**src/hdl/rrsp_pkg.sv**
```systemverilog
// ----------------------------------------------------------------------------
// rrsp_pkg
// Types and constants shared by the resource record stream parser modules.
// ----------------------------------------------------------------------------
package rrsp_pkg;

    typedef enum logic [2:0] {
        PH_MAGIC   = 3'd0,
        PH_VERSION = 3'd1,
        PH_COUNT   = 3'd2,
        PH_RESNUM  = 3'd3,
        PH_LANG    = 3'd4,
        PH_TEXT    = 3'd5
    } t_phase;

    typedef enum logic [2:0] {
        ERR_NONE    = 3'd0,
        ERR_MAGIC   = 3'd1,
        ERR_VERSION = 3'd2,
        ERR_COUNT   = 3'd3,
        ERR_LONG    = 3'd4,
        ERR_TRUNC   = 3'd5
    } t_err;

    localparam logic [1:0] CFG_EXPECTED_VERSION = 2'd0;
    localparam logic [1:0] CFG_MAX_TEXT_BYTES   = 2'd1;

    localparam logic [31:0] EXPECTED_VERSION_RESET = 32'd5;
    localparam logic [15:0] MAX_TEXT_BYTES_RESET   = 16'd20000;

    localparam logic       KIND_TEXT   = 1'b0;
    localparam logic       KIND_STATUS = 1'b1;

    typedef struct packed {
        logic               result_kind;
        logic signed [31:0] resource_number;
        logic signed [31:0] language_id;
        logic [7:0]         text_byte;
        logic               end_of_text;
        logic               file_complete;
        t_err               error_code;
    } t_result;

    function automatic logic [7:0] magic_byte(input logic [1:0] idx);
        logic [7:0] b;
        case (idx)
            2'd0:    b = 8'h52;
            2'd1:    b = 8'h53;
            2'd2:    b = 8'h43;
            default: b = 8'h01;
        endcase
        return b;
    endfunction

endpackage

```
**src/hdl/rrsp_core.sv**
```systemverilog
// ----------------------------------------------------------------------------
// rrsp_core
// Parser state, configuration registers and combinational byte step logic.
// ----------------------------------------------------------------------------
module rrsp_core (
    input  logic              i_clk,
    input  logic              i_rst_n,
    input  logic              i_accept,
    input  logic [7:0]        i_data_byte,
    input  logic              i_start_of_file,
    input  logic              i_end_of_data,
    input  logic              i_cfg_we,
    input  logic [1:0]        i_cfg_index,
    input  logic [31:0]       i_cfg_data,
    output logic              o_res_valid,
    output rrsp_pkg::t_result o_res
);
    import rrsp_pkg::*;

    logic [31:0] r_expected_version;
    logic [15:0] r_max_text_bytes;

    t_phase      r_phase,  n_phase,  s_phase;
    logic [1:0]  r_bif,    n_bif,    s_bif;
    logic [31:0] r_shift,  n_shift,  s_shift;
    logic [31:0] r_res,    n_res,    s_res;
    logic [31:0] r_lang,   n_lang,   s_lang;
    logic [30:0] r_left,   n_left,   s_left;
    logic [15:0] r_tlen,   n_tlen,   s_tlen;
    logic        r_stop,   n_stop,   s_stop;

    logic [15:0] limit;
    logic [30:0] left_dec;
    logic        word_done;

    always_ff @(posedge i_clk) begin
        if (!i_rst_n) begin
            r_expected_version <= EXPECTED_VERSION_RESET;
            r_max_text_bytes   <= MAX_TEXT_BYTES_RESET;
        end else if (i_cfg_we) begin
            case (i_cfg_index)
                CFG_EXPECTED_VERSION: r_expected_version <= i_cfg_data;
                CFG_MAX_TEXT_BYTES:   r_max_text_bytes   <= i_cfg_data[15:0];
                default: ;
            endcase
        end
    end

    always_comb begin
        if (i_start_of_file) begin
            s_phase = PH_MAGIC;
            s_bif   = '0;
            s_shift = '0;
            s_res   = '0;
            s_lang  = '0;
            s_left  = '0;
            s_tlen  = '0;
            s_stop  = 1'b0;
        end else begin
            s_phase = r_phase;
            s_bif   = r_bif;
            s_shift = r_shift;
            s_res   = r_res;
            s_lang  = r_lang;
            s_left  = r_left;
            s_tlen  = r_tlen;
            s_stop  = r_stop;
        end
    end

    assign limit    = r_max_text_bytes - 16'd1;
    assign left_dec = s_left - 31'd1;

    always_comb begin
        n_phase     = s_phase;
        n_bif       = s_bif;
        n_shift     = s_shift;
        n_res       = s_res;
        n_lang      = s_lang;
        n_left      = s_left;
        n_tlen      = s_tlen;
        n_stop      = s_stop;
        word_done   = 1'b0;
        o_res_valid = 1'b0;
        o_res       = '0;

        if (!s_stop) begin
            case (s_phase)
                PH_MAGIC: begin
                    if (i_data_byte != magic_byte(s_bif)) begin
                        n_stop                 = 1'b1;
                        o_res_valid            = 1'b1;
                        o_res.result_kind      = KIND_STATUS;
                        o_res.error_code       = ERR_MAGIC;
                    end else begin
                        n_bif = s_bif + 2'd1;
                        if (s_bif == 2'd3) begin
                            n_phase = PH_VERSION;
                        end
                    end
                end
                PH_TEXT: begin
                    if (s_tlen == limit) begin
                        n_stop            = 1'b1;
                        o_res_valid       = 1'b1;
                        o_res.result_kind = KIND_STATUS;
                        o_res.error_code  = ERR_LONG;
                    end else begin
                        o_res_valid           = 1'b1;
                        o_res.result_kind     = KIND_TEXT;
                        o_res.resource_number = s_res;
                        o_res.language_id     = s_lang;
                        o_res.text_byte       = i_data_byte;
                        o_res.end_of_text     = (i_data_byte == 8'd0);
                        if (i_data_byte == 8'd0) begin
                            n_left = left_dec;
                            n_tlen = '0;
                            if (left_dec == '0) begin
                                n_stop              = 1'b1;
                                o_res.file_complete = 1'b1;
                            end else begin
                                n_phase = PH_RESNUM;
                            end
                        end else begin
                            n_tlen = s_tlen + 16'd1;
                        end
                    end
                end
                default: begin
                    n_shift   = {i_data_byte, s_shift[31:8]};
                    n_bif     = s_bif + 2'd1;
                    word_done = (s_bif == 2'd3);
                end
            endcase

            if (word_done) begin
                case (s_phase)
                    PH_VERSION: begin
                        if (n_shift != r_expected_version) begin
                            n_stop            = 1'b1;
                            o_res_valid       = 1'b1;
                            o_res.result_kind = KIND_STATUS;
                            o_res.error_code  = ERR_VERSION;
                        end else begin
                            n_phase = PH_COUNT;
                        end
                    end
                    PH_COUNT: begin
                        if (n_shift[31]) begin
                            n_stop            = 1'b1;
                            o_res_valid       = 1'b1;
                            o_res.result_kind = KIND_STATUS;
                            o_res.error_code  = ERR_COUNT;
                        end else begin
                            n_left = n_shift[30:0];
                            if (n_shift[30:0] == '0) begin
                                n_stop              = 1'b1;
                                o_res_valid         = 1'b1;
                                o_res.result_kind   = KIND_STATUS;
                                o_res.file_complete = 1'b1;
                            end else begin
                                n_phase = PH_RESNUM;
                            end
                        end
                    end
                    PH_RESNUM: begin
                        n_res   = n_shift;
                        n_phase = PH_LANG;
                    end
                    default: begin
                        n_lang  = n_shift;
                        n_tlen  = '0;
                        n_phase = PH_TEXT;
                    end
                endcase
            end

            if (i_end_of_data && !n_stop) begin
                n_stop            = 1'b1;
                o_res_valid       = 1'b1;
                o_res             = '0;
                o_res.result_kind = KIND_STATUS;
                o_res.error_code  = ERR_TRUNC;
            end
        end
    end

    always_ff @(posedge i_clk) begin
        if (!i_rst_n) begin
            r_phase <= PH_MAGIC;
            r_bif   <= '0;
            r_shift <= '0;
            r_res   <= '0;
            r_lang  <= '0;
            r_left  <= '0;
            r_tlen  <= '0;
            r_stop  <= 1'b0;
        end else if (i_accept) begin
            r_phase <= n_phase;
            r_bif   <= n_bif;
            r_shift <= n_shift;
            r_res   <= n_res;
            r_lang  <= n_lang;
            r_left  <= n_left;
            r_tlen  <= n_tlen;
            r_stop  <= n_stop;
        end
    end

endmodule

```
**src/hdl/rrsp_out_buf.sv**
```systemverilog
// ----------------------------------------------------------------------------
// rrsp_out_buf
// Two-entry result queue that decouples the parser from output stall.
// ----------------------------------------------------------------------------
module rrsp_out_buf (
    input  logic              i_clk,
    input  logic              i_rst_n,
    input  logic              i_push,
    input  rrsp_pkg::t_result i_data,
    input  logic              i_pop,
    output logic              o_full,
    output logic              o_valid,
    output rrsp_pkg::t_result o_data
);
    import rrsp_pkg::*;

    t_result    r_slot [2];
    logic       r_wr_ptr;
    logic       r_rd_ptr;
    logic [1:0] r_count;
    logic       pop_ok;

    assign o_valid = (r_count != 2'd0);
    assign o_full  = (r_count == 2'd2);
    assign o_data  = r_slot[r_rd_ptr];
    assign pop_ok  = i_pop && o_valid;

    always_ff @(posedge i_clk) begin
        if (i_push) begin
            r_slot[r_wr_ptr] <= i_data;
        end
    end

    always_ff @(posedge i_clk) begin
        if (!i_rst_n) begin
            r_wr_ptr <= 1'b0;
            r_rd_ptr <= 1'b0;
            r_count  <= 2'd0;
        end else begin
            if (i_push) begin
                r_wr_ptr <= ~r_wr_ptr;
            end
            if (pop_ok) begin
                r_rd_ptr <= ~r_rd_ptr;
            end
            case ({i_push, pop_ok})
                2'b10:   r_count <= r_count + 2'd1;
                2'b01:   r_count <= r_count - 2'd1;
                default: r_count <= r_count;
            endcase
        end
    end

endmodule

```
**src/hdl/resource_record_stream_parser.sv**
```systemverilog
// ----------------------------------------------------------------------------
// resource_record_stream_parser
// Byte-stream parser for resource files: header check and tagged text output.
// ----------------------------------------------------------------------------
// The parser takes one file byte per clock cycle and produces at most one
// result per byte. Each byte is handled by a combinational update of the
// header and record state, so the input rate is one byte per cycle; a
// two-entry result queue holds results while the output stalls, and the
// input stalls only when that queue is full. Configuration writes are
// always ready and take effect on the next byte.
module resource_record_stream_parser (
    input  logic               i_clk,
    input  logic               i_rst_n,
    input  logic               i_in_valid,
    output logic               o_in_stall,
    input  logic [7:0]         i_data_byte,
    input  logic               i_start_of_file,
    input  logic               i_end_of_data,
    output logic               o_out_valid,
    input  logic               i_out_stall,
    output logic               o_result_kind,
    output logic signed [31:0] o_resource_number,
    output logic signed [31:0] o_language_id,
    output logic [7:0]         o_text_byte,
    output logic               o_end_of_text,
    output logic               o_file_complete,
    output logic [2:0]         o_error_code,
    input  logic               i_cfg_valid,
    output logic               o_cfg_ready,
    input  logic [1:0]         i_cfg_index,
    input  logic [31:0]        i_cfg_data
);
    import rrsp_pkg::*;

    logic    in_accept;
    logic    res_valid;
    t_result res;
    logic    q_full;
    t_result q_data;

    assign o_cfg_ready = 1'b1;
    assign o_in_stall  = q_full;
    assign in_accept   = i_in_valid && !q_full;

    rrsp_core u_core (
        .i_clk           (i_clk),
        .i_rst_n         (i_rst_n),
        .i_accept        (in_accept),
        .i_data_byte     (i_data_byte),
        .i_start_of_file (i_start_of_file),
        .i_end_of_data   (i_end_of_data),
        .i_cfg_we        (i_cfg_valid),
        .i_cfg_index     (i_cfg_index),
        .i_cfg_data      (i_cfg_data),
        .o_res_valid     (res_valid),
        .o_res           (res)
    );

    rrsp_out_buf u_out_buf (
        .i_clk   (i_clk),
        .i_rst_n (i_rst_n),
        .i_push  (in_accept && res_valid),
        .i_data  (res),
        .i_pop   (!i_out_stall),
        .o_full  (q_full),
        .o_valid (o_out_valid),
        .o_data  (q_data)
    );

    assign o_result_kind     = q_data.result_kind;
    assign o_resource_number = q_data.resource_number;
    assign o_language_id     = q_data.language_id;
    assign o_text_byte       = q_data.text_byte;
    assign o_end_of_text     = q_data.end_of_text;
    assign o_file_complete   = q_data.file_complete;
    assign o_error_code      = q_data.error_code;

    a_stall_means_pending: assert property (@(posedge i_clk) disable iff (!i_rst_n)
        o_in_stall |-> o_out_valid)
        else $error("input stalled with no result pending");

    a_result_reaches_output: assert property (@(posedge i_clk) disable iff (!i_rst_n)
        (in_accept && res_valid) |=> o_out_valid)
        else $error("accepted result not presented");

    a_status_fields_clear: assert property (@(posedge i_clk) disable iff (!i_rst_n)
        (o_out_valid && o_result_kind == KIND_STATUS) |->
        (o_text_byte == 8'd0 && !o_end_of_text && o_resource_number == 32'sd0))
        else $error("status report carries text fields");

    a_text_no_error: assert property (@(posedge i_clk) disable iff (!i_rst_n)
        (o_out_valid && o_result_kind == KIND_TEXT) |->
        (o_error_code == ERR_NONE && (o_file_complete == 1'b0 || o_end_of_text)))
        else $error("text result carries error or early completion");

endmodule

```
**config.mk**
```make
export PLATFORM = sky130hd
export DESIGN_NAME = resource_record_stream_parser
export DESIGN_NICKNAME = d
export VERILOG_FILES = /design/src/hdl/rrsp_pkg.sv /design/src/hdl/rrsp_core.sv /design/src/hdl/rrsp_out_buf.sv /design/src/hdl/resource_record_stream_parser.sv
export SDC_FILE = /design/constraint.sdc
export NUM_CORES = 1
export LEC_CHECK = 0
export BUFFER_PORTS_ARGS = -buffer_cell sky130_fd_sc_hd__buf_4
export CAP_MARGIN = 20
export CORE_MARGIN = 5
export CORE_UTILIZATION = 30
export DETAILED_ROUTE_END_ITERATION = 8
export SLEW_MARGIN = 30
export SYNTH_ARGS = -nofsm -noshare
export SYNTH_HDL_FRONTEND = slang
export SYNTH_SLANG_ARGS = --single-unit
export TNS_END_PERCENT = 30
```
**constraint.sdc**
```tcl
create_clock -name i_clk -period 10.1 [get_ports i_clk]
set_input_delay 2.02 -clock i_clk [delete_from_list [all_inputs] [get_ports i_clk]]
set_output_delay 2.02 -clock i_clk [all_outputs]
set_load 0.05 [all_outputs]
```
# == After elaboration in Yosys (flattened, before gate mapping) ==
# Memory sizes are Yosys's and may differ from the RTL's. A register that Yosys moved wholly into a read port is not among the register bits.
# Index checks and enable logic that the tools add are counted.
# classes
n_addsub,6
eq_ne,14
mux,97
bitwise_logic,2
n_reduce_logical,19
# ops
operator,n
32-bit two-way mux,12
31-bit two-way mux,8
78-bit two-way mux,2
74-bit two-way mux,2
16-bit two-way mux,7
31-bit zero test,2
3-bit two-way mux,14
1-bit two-way mux,33
32-bit != test,1
"31-bit by 1-bit subtractor with 31-bit output, second input constant",1
7-bit one-hot mux with 3 select lines,1
3-bit one-hot mux with 2 select lines,3
"16-bit by 1-bit adder with 16-bit output, second input constant",1
16-bit equality test,1
8-bit two-way mux,2
"16-bit by 1-bit subtractor with 16-bit output, second input constant",1
1-bit one-hot mux with 2 select lines,6
3-bit one-hot mux with 3 select lines,1
"2-bit equality test, second input constant",4
8-bit zero test,1
8-bit != test,1
2-bit one-hot mux with 2 select lines,2
"2-bit by 1-bit equality test with 1-bit output, second input constant",3
"3-bit by 2-bit equality test with 1-bit output, second input constant",2
15 further kinds,27
# totals
reg_bits,201
mem_bits_rw,156
input_bits,49
output_inout_bits,81
elab_cells,152
mem_count,1
# mem_list
name,depth,word_bits,read_ports,rd_ports_with_merged_regs,wr,line_no,text
u_out_buf.r_slot,2,78,1,1,1,rrsp_out_buf.sv:17,t_result r_slot [2];

# == Longest topological paths before layout ==
# Gate-level depths: netlist (run 1).
# logic_depth
word_depth,20
ltp_mapped,20
ltp_nobuf,14

# == Cells and area by module ==
# Synthesis (run 1) repeated with hierarchy kept, for this count alone.
# unflattened
hier_cells,1896
area_unflattened_um2,17930.9
# modules_own_cells
module,instances,cells_each,area_each_um2,seq_area_each_um2
rrsp_core,1,1625,12047.8,3943.8
rrsp_out_buf,1,266,5853.1,4784.6
resource_record_stream_parser,1,5,30.0,0.0

# == Worst setup path before layout (run 1) ==
# Ideal clock, no wire load.
# synth_path
kind,in2reg
from,input i_start_of_file
to,memory u_out_buf.r_slot[0][0] in the netlist's numbering (enable)
setup_ps,515
arrival_ps,7616
t_required_ps,9585
path_slack_ps,1969
path_stages,11
n_path_buf,7
path_cell_list,buf_2 > buf_2 > buf_2 > buf_2 > buf_1 > clkbuf_1 > nor2_1 > nor2_1 > clkbuf_1 > o21ai_0 > nor2_1
# synth_via
elab_chain_len,20
elab_cells_between_ends,52
classes_between,add/sub: 1; eq/ne: 9; mux: 34; reduce/logical: 8
# synth_lines
element,line_no,text
start: declaration,resource_record_stream_parser.sv:17,"input logic i_start_of_file,"
"parallel branches: the longest is 16 deep, another holds 31-bit by 1-bit subtractor with 31-bit output",n/a,
1-bit two-way mux (*),rrsp_core.sv:87,if (!s_stop) begin
1-bit logical AND (*),resource_record_stream_parser.sv:62,".i_push (in_accept && res_valid),"
1-bit two-way mux (*),rrsp_out_buf.sv:29,if (i_push) begin
1-bit two-way mux (not written as such) (*),rrsp_out_buf.sv:30,r_slot[r_wr_ptr] <= i_data;
end: declaration,rrsp_out_buf.sv:17,
# Every way passes the cells marked *. The select of a mux whose other input is x is not followed.

==> results of run 1 <==
path summary, 6_finish.rpt:
| kind | startpoint | to | slack, ns |
|---|---|---|---|
| setup / recovery | i_start_of_file | u_out_buf.r_slot[1][31] | 3.49 |
| hold / removal | u_core.r_shift[2] | u_core.r_shift[2] | 0.46 |
| setup reg to reg | u_core.r_phase[2] | u_out_buf.r_slot[1][31] | 5.11 |
| hold reg to reg | u_core.r_shift[2] | u_core.r_shift[2] | 0.46 |
state kept, by name, summed over array words and instances, names as in the netlist, 16 cells and up, named ones only:
name                       cells
u_core.r_tlen                 16
u_core.r_max_text_bytes       16
u_core.r_res                  32
u_core.r_shift                32
u_core.r_left                 31
u_out_buf.r_slot             156
u_core.r_lang                 32
u_core.r_expected_version     32
power groups by stage:
stage / Sequential (µW) / Clock [µW] / Combinational, µW
2_1_floorplan: 1710 / 0 / 955
3_3_place_gp: 1730 / 0 / 1350
3_5_place_dp: 1740 / 0 / 1360
4_1_cts: 1710 / 1530 / 1360
5_1_grt: 1720 / 1590 / 1420
6_report: 1710 / 1500 / 1360
stage by stage:
step / utilization / total power, µW / hold slack [ns] / setup WS (ns)
after floorplan: - / 2660 / 0.436 / 1.97
after global placement: 0.328 / 3080 / 0.445 / 3.05
after detailed placement: 0.330 / 3090 / 0.452 / 2.99
after CTS: 0.352 / 4590 / 0.461 / 3.58
after global routing: 0.353 / 4720 / 0.478 / 3.26
final: 0.353 / 4560 / 0.460 / 3.49
cells by family (layout without fill, tap and decap cells):
kind of cell	Yosys count	in the layout
simple gates	791	791
compound gates	452	452
flops	358	358
buf+inv	194	281
mux	97	97
xor+xnor	45	45
fa+ha+maj	7	7
other cells	1	1
layer usage:
layer | global-route usage | vias to the layer above | part of all wire
met3 | 0.0336 | 127 | 0.070
met4 | 0.0675 | 0 | 0.036
met2 | 0.298 | 644 | 0.46
met5 | 0 | - | 0
li1 | - | 7282 | -
met1 | 0.255 | 7839 | 0.44
worst reg2reg max path, stage by stage, from the launching register on:
cell	delay, ns
sky130_fd_sc_hd__dfxtp_1	0.61
sky130_fd_sc_hd__xnor2_2	0.10
sky130_fd_sc_hd__buf_4	0.26
sky130_fd_sc_hd__nand2_1	0.17
sky130_fd_sc_hd__buf_4	0.33
sky130_fd_sc_hd__nand2_1	0.10
sky130_fd_sc_hd__a21oi_1	0.82
sky130_fd_sc_hd__o2111ai_1	0.19
sky130_fd_sc_hd__nor4_1	0.52
sky130_fd_sc_hd__a21oi_1	0.27
sky130_fd_sc_hd__nor4b_4	0.29
sky130_fd_sc_hd__buf_4	0.69
sky130_fd_sc_hd__nor3b_1	0.34
area by class of cell:
cell class                      count  area share
Inverter                           47     0.00856
Tap cell                          782      0.0462
Sequential cell                   358       0.412
Clock inverter                     20      0.0112
Timing Repair Buffer              160      0.0599
Multi-Input combinational cell   1393       0.409
Clock buffer                       54      0.0526
placed cells by master (no fill, tap or decap), types with 11 or more instances in the layout:
cell and n:
sky130_fd_sc_hd__o21ai_0 73, sky130_fd_sc_hd__a22oi_1 71, sky130_fd_sc_hd__inv_1 46, sky130_fd_sc_hd__nand2_1 247, sky130_fd_sc_hd__a21oi_1 124, sky130_fd_sc_hd__o21ai_1 11, sky130_fd_sc_hd__nand2b_1 16, sky130_fd_sc_hd__nor2b_1 17
sky130_fd_sc_hd__clkbuf_16 41, sky130_fd_sc_hd__o31ai_1 12, sky130_fd_sc_hd__xor2_1 15, sky130_fd_sc_hd__nor4_1 32, sky130_fd_sc_hd__xnor2_1 28, sky130_fd_sc_hd__nor3b_1 76, sky130_fd_sc_hd__buf_4 155, sky130_fd_sc_hd__nor2_1 156
sky130_fd_sc_hd__mux2_2 81, sky130_fd_sc_hd__edfxtp_1 156, sky130_fd_sc_hd__a31oi_1 22, sky130_fd_sc_hd__dfxtp_1 201, sky130_fd_sc_hd__or3_1 18, sky130_fd_sc_hd__o22ai_1 12, sky130_fd_sc_hd__or4_1 12, sky130_fd_sc_hd__mux2i_1 16
sky130_fd_sc_hd__nor3_1 51, sky130_fd_sc_hd__nand4_1 22, sky130_fd_sc_hd__and3_1 12, sky130_fd_sc_hd__o211ai_1 14, sky130_fd_sc_hd__nand3_1 64
==> results.md, run 1 <==
* Cell area power density at roughly 220 mW/mm²
* Routed wire length per instance at 22.7 µm
* Antenna violations before repair at 2
* Count of buffers added by post-CTS timing repair for setup at 0
* Combinational Power Share at 0.297
* Final instance count without filler cells at ~2800
* Synthesized Nets at approximately 2000
* Data arrival, critical path at a little under 7 ns
* Warnings, synthesis at 0
* Area of placed instances at about 0.02 mm²
* Slowest cell on the critical path: sky130_fd_sc_hd__or4b_2
* Clock Latency Late Sink at ~0.57 ns
* Leading cell type by number of instances after synthesis: sky130_fd_sc_hd__nand2_1
* Count of final max-slew check failures at 0
* Clock tree from TritonCTS: done
* Synthesized-area fraction occupied by adder cells at 0.00484
* Mapped Area at 0.0181 mm²
* Commonest cells in the synthesized netlist: sky130_fd_sc_hd__nand2_1 (249), sky130_fd_sc_hd__dfxtp_1 (202), sky130_fd_sc_hd__nor2_1 (161), sky130_fd_sc_hd__edfxtp_1 (156), sky130_fd_sc_hd__a21oi_1 (129)
* Antenna Diode Count at 0
* Ranking of synthesized cells by area: sky130_fd_sc_hd__edfxtp_1 (26%), sky130_fd_sc_hd__dfxtp_1 (22%), sky130_fd_sc_hd__nand2_1 (5.2%)
* Multiplexer fraction of the synthesized cell area at 0.0593
* Number of fillers in the final layout at slightly above 6000
* Final setup violation count at 0
* Seq cells post-synth at ~360
* Share of flip-flops with an asynchronous set or reset after synthesis at 0
* Sum of routed wire length over all layers at around 64000 µm
* Final hold violations at 0
* Complex-gate fraction of the synthesized area at 0.164
* Area of the die at approximately 0.065 mm²
* Global route total overflow at 0
* Placed cell count at around 2700
* Buffers and inverters on the worst path at 3
* Cell-internal power at around 2900 µW
* Path length in cells of the critical path at 14
* Leading register cell type out of synthesis: sky130_fd_sc_hd__dfxtp_1
* Overall fraction of global-route tracks in use at 0.186
* Number of cells produced by synthesis at between 1500 and 2000
* Max-slew headroom at 0.308
* Area share of the leading cell type in the synthesized netlist at 0.259
* Share of total power in the clock network at 0.329
* Total number of vias at approximately 16000
* Final Net Count at roughly 2100
* Gates resized, CTS repair at 0
* Maximum number of pins on one net before global-route repair at 98
* Worst vdd ir at about 0.12 mV
* Highest fanout seen on the critical path at 76
* Leakage at between 0.007 and 0.008 µW
* Transition at the pin with the smallest max-transition slack at 1.04 ns
* Min-Delay Path Depth at 2
* Horizontal die dimension at roughly 260 µm
* Number of buffer cells added on primary ports at 128
* First-pass GRT wire length at between 90000 and 100000 µm
* Ratio of cells with drive above 1 in the final layout at 0.174
* Sequential standard cell area at approximately 0.0087 mm²
* Cts hold-fix bufs at 0
* Via count of the first global-routing pass at 15300
* Share of total power consumed by net switching at 0.357
* Final Critical Period at roughly 6.6 ns
* Vertical extent of the die at 256 µm
* Kind of cell adding the most delay to the critical path: simple AND/OR/NAND/NOR gates
* Dominant cell type by area after synthesis: sky130_fd_sc_hd__edfxtp_1
* Sequential cell fraction of total power at 0.374
* Effective utilization at floorplan at 0.301
* Largest family of logic cells by synthesized area: simple AND/OR/NAND/NOR gates
* Critical Path End Type: flip-flop
* Timing-limited maximum frequency at 0.151 GHz
* Number of cells on the worst reg-to-reg path at 12
* Area of the core region at between 0.06 and 0.07 mm²
* Mean number of vias per cell at ~5.6
* Clock Skews at between 0.02 and 0.025 ns
* Number of flops mapped to enable cells by yosys at about 160
* Count of TritonRoute iterations in the first routing pass at 5
* Longest individual stage delay on the worst path at approximately 0.7 ns
* Run status: completed
* Top-level port count at 130
* Sequential share of the synthesized area at 0.483
* CP Class: in2reg
* Setup_tns at 0 ns
* Area of all placed cells without fillers at 0.0212 mm²
* CTS HTree Levels at 2
* Number of buffers created by CTS at 40
* Placed wire-length estimate after detailed placement at 42900 µm
* Fin crit share at 0.655
* Antenna-violating nets left at 0
* Required @ worst endpoint at a little over 10 ns
* Sink Count at 358
* Area occupied by multi-input gates at about 0.0087 mm²
* Startpoint class of the critical path: input pin
* Worst min path class: reg2reg
* Remaining routing DRC violations at 0
* Cell breakdown of the critical path: buf_4, inv_1, nand2_1, ha_1, or4b_2, nand2_1, and4_1, xnor2_1, and4b_1, nand4_1, o21ai_1, nor4b_4, buf_4, nor3b_1
* Parity-gate share of the synthesized area counting xor and xnor cells at 0.0218
* Switching power total at roughly 1600 µW
* Simple-gate portion of the synthesized area at 0.222
* Syn-to-layout area delta at 17.2%
* Standard-cell row count at 90
* Avg Cell Area, Syn at just over 9 µm²
* Number of DRC markers after the initial detailed-route iteration at ~1700
* # Max-Cap Violations at 0
* Clock transition time at the flip-flop clock pins of the worst setup and hold paths at around 0.060 ns
* Buffer levels on the longest clock path at 3
* CTS root buf: sky130_fd_sc_hd__clkbuf_16
* Routability Congestion at between 0.9 and 1
* Number of distinct library cells after synthesis at 86
* Setup repair after global routing missed its margin: false
Note: power is estimated with default switching activity, not from simulation.
==> inputs of run 2 (changes only) <==
==> constraint.sdc (replaced) <==
create_clock -name i_clk -period 6.7 [get_ports i_clk]
set_input_delay 1.34 -clock i_clk [delete_from_list [all_inputs] [get_ports i_clk]]
set_output_delay 1.34 -clock i_clk [all_outputs]
set_load 0.05 [all_outputs]
==> run 2 against run 1 <==
  * Sequential share of layout area fell by 0.19 points
  * Worst hold slack improved by 0.0034 ns
  * Die area unchanged
  * Critical path type unchanged
  * Critical endpoint is now u_out_buf.r_slot[1][53]
  * Largest cell class unchanged
  * Largest power group unchanged
  * Highest routed layer is now met5
==> results.md, run 2 (synthesis results as in run 1) <==
* Run status: completed
* Ratio of cells with drive above 1 in the final layout at 0.181
* Data arrival, critical path at 5.57 ns
* Util after Layout at 0.355
* Met1 Wirelength at between 20000 and 30000 µm
* Overall fraction of global-route tracks in use at 0.184
* Sink Count at ~360
* Maximum number of pins on one net before global-route repair at 94
* Clock Latency Late Sink at 0.59 ns
* Horizontal die dimension at roughly 260 µm
* Setup repair after global routing missed its margin: false
* Syn-to-layout area delta at 17.7%
* Area of the die at 0.0653 mm²
* Transition at the pin with the smallest max-transition slack at about 1 ns
* Gates resized, CTS repair at 0
* Count of buffers added by post-CTS timing repair for setup at 0
* Internal reg-to-reg setup slack at approximately 1.9 ns
* Buffer levels on the longest clock path at 3
* Sum of routed wire length over all layers at between 60000 and 70000 µm
* Worst min path class: reg2reg
* Remaining routing DRC violations at 0
* Standard-cell row count at 90
* Final instance count without filler cells at about 2800
* Total number of vias at approximately 16000
* Critical Path End Type: flip-flop
* Routability Congestion at 0.922
* First-pass GRT wire length at 95200 µm
* Max-slew headroom at 0.336
* Worst vdd ir at roughly 0.21 mV
* # Max-Cap Violations at 0
* Top-level port count at between 100 and 150
* Placed cell count at between 2000 and 3000
* Timing-limited maximum frequency at approximately 0.19 GHz
* Leakage at just over 0.007 µW
* Clock tree from TritonCTS: done
* Hold path startpoint: u_core.r_expected_version[22]
* Cell breakdown of the critical path: buf_4, inv_1, nand2_1, ha_1, or4b_2, or3_1, a31oi_1, and4b_1, nand4_1, o21ai_1, nor4b_4, buf_12, nor3b_1
* Required @ worst endpoint at 7.04 ns
* CP Class: in2reg
* Effective utilization at floorplan at 0.301
* Fin crit share at 0.780
* Buffers and inverters on the worst path at 3
* CTS HTree Levels at 2
* Post-route worst setup slack at 1.47 ns
* Vertical extent of the die at approximately 260 µm
* Highest fanout seen on the critical path at 76
* Area of all placed cells without fillers at between 0.02 and 0.025 mm²
* Kind of cell adding the most delay to the critical path: simple AND/OR/NAND/NOR gates
* Met2 wire len at ~29000 µm
* Cell area power density at roughly 320 mW/mm²
* Area of the core region at roughly 0.06 mm²
* Minimum setup slack after placement at around 1.0 ns
* Met3 WL post-DR at 4800 µm
* Final Critical Period at around 5.2 ns
* Leading cell type in the layout, fill and taps excluded: sky130_fd_sc_hd__nand2_1
* Placed wire-length estimate after detailed placement at between 40000 and 50000 µm
* Final Net Count at between 2000 and 2500
* Clock transition time at the flip-flop clock pins of the worst setup and hold paths at approximately 0.06 ns
* Total power draw at a little under 7000 µW
* Most flops, register: u_out_buf.r_slot
* Final hold violations at 0
* Count of final max-slew check failures at 0
* CTS root buf: sky130_fd_sc_hd__clkbuf_16
* Destination of the worst hold path: u_core.r_expected_version[22]
* Top layer reached by signal wires: met5
* Number of cells on the worst reg-to-reg path at 14
* Routed wire length per instance at 22.4 µm
* Clock Skews at about 0.035 ns
* Capturing point of the worst reg2reg path: u_out_buf.r_count[1]
* Number of buffer cells added on primary ports at roughly 130
* Most used cells in the layout excluding fill and tap cells: sky130_fd_sc_hd__nand2_1 (247), sky130_fd_sc_hd__dfxtp_1 (201), sky130_fd_sc_hd__buf_4 (164), sky130_fd_sc_hd__nor2_1 (157), sky130_fd_sc_hd__edfxtp_1 (156)
* Area of placed instances at 0.0199 mm²
* Min-Delay Path Depth at 2
* Via count of the first global-routing pass at 15100
* Number of DRC markers after the initial detailed-route iteration at about 1700
* Number of flip-flops under the largest register name at roughly 160
* Antenna-violating nets left at 0
* Source of the worst register-to-register timing path: u_core.r_phase[1]
* Count of TritonRoute iterations in the first routing pass at 8
* Startpoint class of the critical path: input pin
* Antenna violations before repair at 3
* Slowest cell on the critical path: sky130_fd_sc_hd__or4b_2
* Final setup violation count at 0
* Number of buffers created by CTS at between 40 and 50
* Global route total overflow at 0
* Cts hold-fix bufs at 0
* Longest individual stage delay on the worst path at about 0.69 ns
* Mean number of vias per cell at around 5.6
run 2: per-layer routing:
| layer | vias to the layer above | track usage |
|---|---|---|
| met3 | 107 | 0.0377 |
| met2 | 638 | 0.296 |
| li1 | 7319 | - |
| met4 | 2 | 0.0601 |
| met1 | 7795 | 0.248 |
| met5 | - | 0 |
run 2: worst max path at each step:
stage                     slack (ns)  depth (start not counted)             from                 endpoint
after global routing            1.29                         14  i_start_of_file     u_out_buf.r_count[1]
after CTS                       1.63                         13  i_start_of_file  u_out_buf.r_slot[1][45]
after floorplan                -0.75                         11  i_start_of_file   u_out_buf.r_slot[0][0]
after global placement          1.18                         13  i_start_of_file   u_out_buf.r_slot[0][0]
final                           1.47                         13  i_start_of_file  u_out_buf.r_slot[1][53]
after detailed placement        1.05                         13  i_start_of_file  u_out_buf.r_slot[0][45]
run 2: where the power goes:
group          switching (µW)  total [µW]  leakage [µW]  internal (µW)
combinational            1390        2020       0.00345            630
clock                     947        2200      0.000666           1250
sequential                125        2590       0.00312           2470
run 2: area by class of cell:
type                    count  area, µm²
clock inverters            21        171
multi-input cells        1393       8680
inverters                  47        179
repair buffers            171       1380
diodes                      1       2.50
fillers                  6047      38700
clock buffers              55       1170
flip-flops and latches    358       8730
well taps                 782        978
run 2: stage by stage:
stage,hold slack (ns),setup TNS [ns]
6_report,0.463,0
4_1_cts,0.466,0
5_1_grt,0.477,0
3_3_place_gp,0.452,0
3_5_place_dp,0.458,0
2_1_floorplan,0.436,-117.11
run 2: tightest hold or removal path, cell delays in order, from the launching register on:
cell and delay, ns:
sky130_fd_sc_hd__dfxtp_1 0.31, sky130_fd_sc_hd__nand2_1 0.05, sky130_fd_sc_hd__a21oi_1 0.05
==> inputs of run 3 (changes only) <==
==> constraint.sdc (replaced) <==
create_clock -name i_clk -period 5.1 [get_ports i_clk]
set_input_delay 1.02 -clock i_clk [delete_from_list [all_inputs] [get_ports i_clk]]
set_output_delay 1.02 -clock i_clk [all_outputs]
set_load 0.05 [all_outputs]
==> run 3 against run 2 <==
  * Design area increased by 0.88%
  * Register-to-register slack worse by 1.5 ns
  * Final cell count rose by 0.64%
  * Critical endpoint is now u_out_buf.r_count[1]
  * Largest cell class unchanged
  * Largest power group unchanged
  * Highest routed layer is now met4
==> results.md, run 3 (synthesis results as in run 1) <==
* Syn-to-layout area delta at 18.8%
* Startpoint class of the critical path: flip-flop
* Sequential cell fraction of total power at 0.376
* Cell area power density at 424 mW/mm²
* Antenna-violating nets left at 0
* Area of all placed cells without fillers at between 0.02 and 0.025 mm²
* Sum of routed wire length over all layers at about 63000 µm
* Worst vdd ir at 0.232 mV
* Share of total power consumed by net switching at 0.351
* Area of placed instances at 0.0201 mm²
* Global route total overflow at 0
* Clock tree from TritonCTS: done
* CTS root buf: sky130_fd_sc_hd__clkbuf_16
* Final instance count without filler cells at between 2000 and 3000
* Number of buffer cells added on primary ports at 128
* Total number of vias at 16000
* Count of TritonRoute iterations in the first routing pass at 6
* Buffers and inverters on the worst path at 0
* Met2 wire len at roughly 30000 µm
* Final Critical Period at 4.71 ns
* Antenna Diode Count at 0
* Hold Worst Slack at approximately 0.46 ns
* Standard-cell row count at 90
* CP Class: reg2reg
* Final Net Count at approximately 2100
* Most used cell along the critical path: sky130_fd_sc_hd__a21oi_1
* Number of buffers created by CTS at 40
* Count of buffers added by post-CTS timing repair for setup at 0
* Met1 Wirelength at between 20000 and 30000 µm
* CTS HTree Levels at 2
* First-pass GRT wire length at slightly below 100000 µm
* Number of cells on the worst reg-to-reg path at 11
* Required @ worst endpoint at between 5 and 6 ns
* Met3 WL post-DR at 4250 µm
* Horizontal die dimension at about 260 µm
* Min-Delay Path Depth at 2
* Clock Latency Late Sink at around 0.57 ns
* Switching power total at between 3000 and 4000 µW
* Combinational Power Share at 0.292
* Cell breakdown of the critical path: xor2_4, o21ai_0, a21oi_1, o22ai_1, or4_1, nor4_1, a21oi_1, o21ai_0, ha_1, or3_1, a21oi_1
* Number of fillers in the final layout at 6080
* Cell-internal power at 5910 µW
* Post-route worst setup slack at 0.392 ns
* Longest individual stage delay on the worst path at between 0.7 and 0.8 ns
* Leakage at around 0.0073 µW
* Final setup violation count at 0
* Minimum setup slack after placement at 0.345 ns
* Placed wire-length estimate after detailed placement at approximately 44000 µm
* # Max-Cap Violations at 0
* Most flops, register: u_out_buf.r_slot
* Slowest cell on the critical path: sky130_fd_sc_hd__a21oi_1
* Effective utilization at floorplan at 0.301
* Timing-limited maximum frequency at between 0.2 and 0.25 GHz
* Kind of cell adding the most delay to the critical path: compound AO/OA/AOI/OAI gates
* Capturing point of the worst reg2reg path: u_out_buf.r_count[1]
* Placed cell count at between 2000 and 3000
* Overall fraction of global-route tracks in use at 0.183
* Data arrival, critical path at 5.19 ns
* Most used cells in the layout excluding fill and tap cells: sky130_fd_sc_hd__nand2_1 (247), sky130_fd_sc_hd__dfxtp_1 (201), sky130_fd_sc_hd__buf_4 (183), sky130_fd_sc_hd__edfxtp_1 (156), sky130_fd_sc_hd__nor2_1 (155)
* Worst min path class: reg2reg
* Hold path startpoint: u_core.r_expected_version[25]
* Sink Count at 358
* Run status: completed
* Vertical extent of the die at between 200 and 300 µm
* Routed wire length per instance at 22.2 µm
* Critical Path End Type: flip-flop
* Highest fanout seen on the critical path at 20
* Leading cell type in the layout, fill and taps excluded: sky130_fd_sc_hd__nand2_1
* Routability Congestion at ~0.96
* Remaining routing DRC violations at 0
* Max-slew headroom at 0.338
* Top-level port count at 130
* Area of the core region at approximately 0.060 mm²
* Clock transition time at the flip-flop clock pins of the worst setup and hold paths at ~0.06 ns
* Antenna violations before repair at 0
* Maximum number of pins on one net before global-route repair at 77
* Buffer levels on the longest clock path at 3
* Area of the die at around 0.065 mm²
* Internal reg-to-reg setup slack at between 0.3 and 0.4 ns
* Count of final max-slew check failures at 0
* Number of DRC markers after the initial detailed-route iteration at roughly 1800
* Share of total power in the clock network at 0.332
* Destination of the worst hold path: u_core.r_expected_version[25]
* Mean number of vias per cell at 5.63
* Number of flip-flops under the largest register name at between 150 and 200
* Setup repair after global routing missed its margin: false
* Top layer reached by signal wires: met4
* Ratio of cells with drive above 1 in the final layout at 0.185
* Clock Skews at approximately 0.029 ns
* Final hold violations at 0
* Source of the worst register-to-register timing path: u_core.r_phase[2]
* Via count of the first global-routing pass at between 15000 and 20000
* Fin crit share at 0.923
* Transition at the pin with the smallest max-transition slack at between 0.9 and 1 ns
run 3: worst max-delay path by stage:
stage,start,endpoint,cells past startpoint
final,u_core.r_phase[2],u_out_buf.r_count[1],11
after global routing,u_core.r_phase[2],u_out_buf.r_count[1],11
after CTS,u_core.r_phase[2],u_out_buf.r_count[1],11
after detailed placement,u_core.r_phase[2],u_out_buf.r_count[1],11
after global placement,u_core.r_phase[2],u_out_buf.r_count[1],11
after floorplan,i_start_of_file,u_out_buf.r_slot[0][0],11
run 3: area by class of cell:
type | count | area (µm²) | share of cell area
sequential | 358 | 8730 | 0.407
multi-input combinational | 1393 | 8640 | 0.402
timing repair buffer | 192 | 1550 | 0.0724
clock buffer | 58 | 1170 | 0.0545
tap | 782 | 978 | 0.0456
clock inverter | 16 | 223 | 0.0104
inverter | 47 | 179 | 0.00833
run 3: worst reg2reg max path, delay by kind of cell, from the launching register on:
kind	cells	cell delay [ns]
flip-flops	1	0.66
AO/OA/AOI/OAI	6	1.87
XOR/XNOR	1	0.52
AND/OR/NAND/NOR	3	1.21
adder cells (fa/ha/maj)	1	0.35
run 3: what timing repair did:
item | in CTS | in global routing
setup endpoints to repair | 0 | 119
resized for setup | 0 | 1
hold buffers | 0 | 0
run 3: routing by layer:
layer,track usage,vias to the layer above
met4,0.0568,0
met1,0.251,7917
met3,0.0319,109
met5,0,-
li1,-,7350
met2,0.299,649
run 3: power by group through the flow:
stage	sequential, µW	clock [µW]	combinational, µW
2_1_floorplan	3370	0	1890
5_1_grt	3450	3200	2790
4_1_cts	3420	3090	2670
3_5_place_dp	3490	0	2660
6_report	3420	3030	2660
3_3_place_gp	3480	0	2660
run 3: through the flow:
stage          power (µW)   util  TNS [ns]
3_5_place_dp         6150  0.334         0
4_1_cts              9190  0.358         0
3_3_place_gp         6140  0.334         0
5_1_grt              9450  0.358         0
6_report             9110  0.358         0
2_1_floorplan        5260      -   -117.53
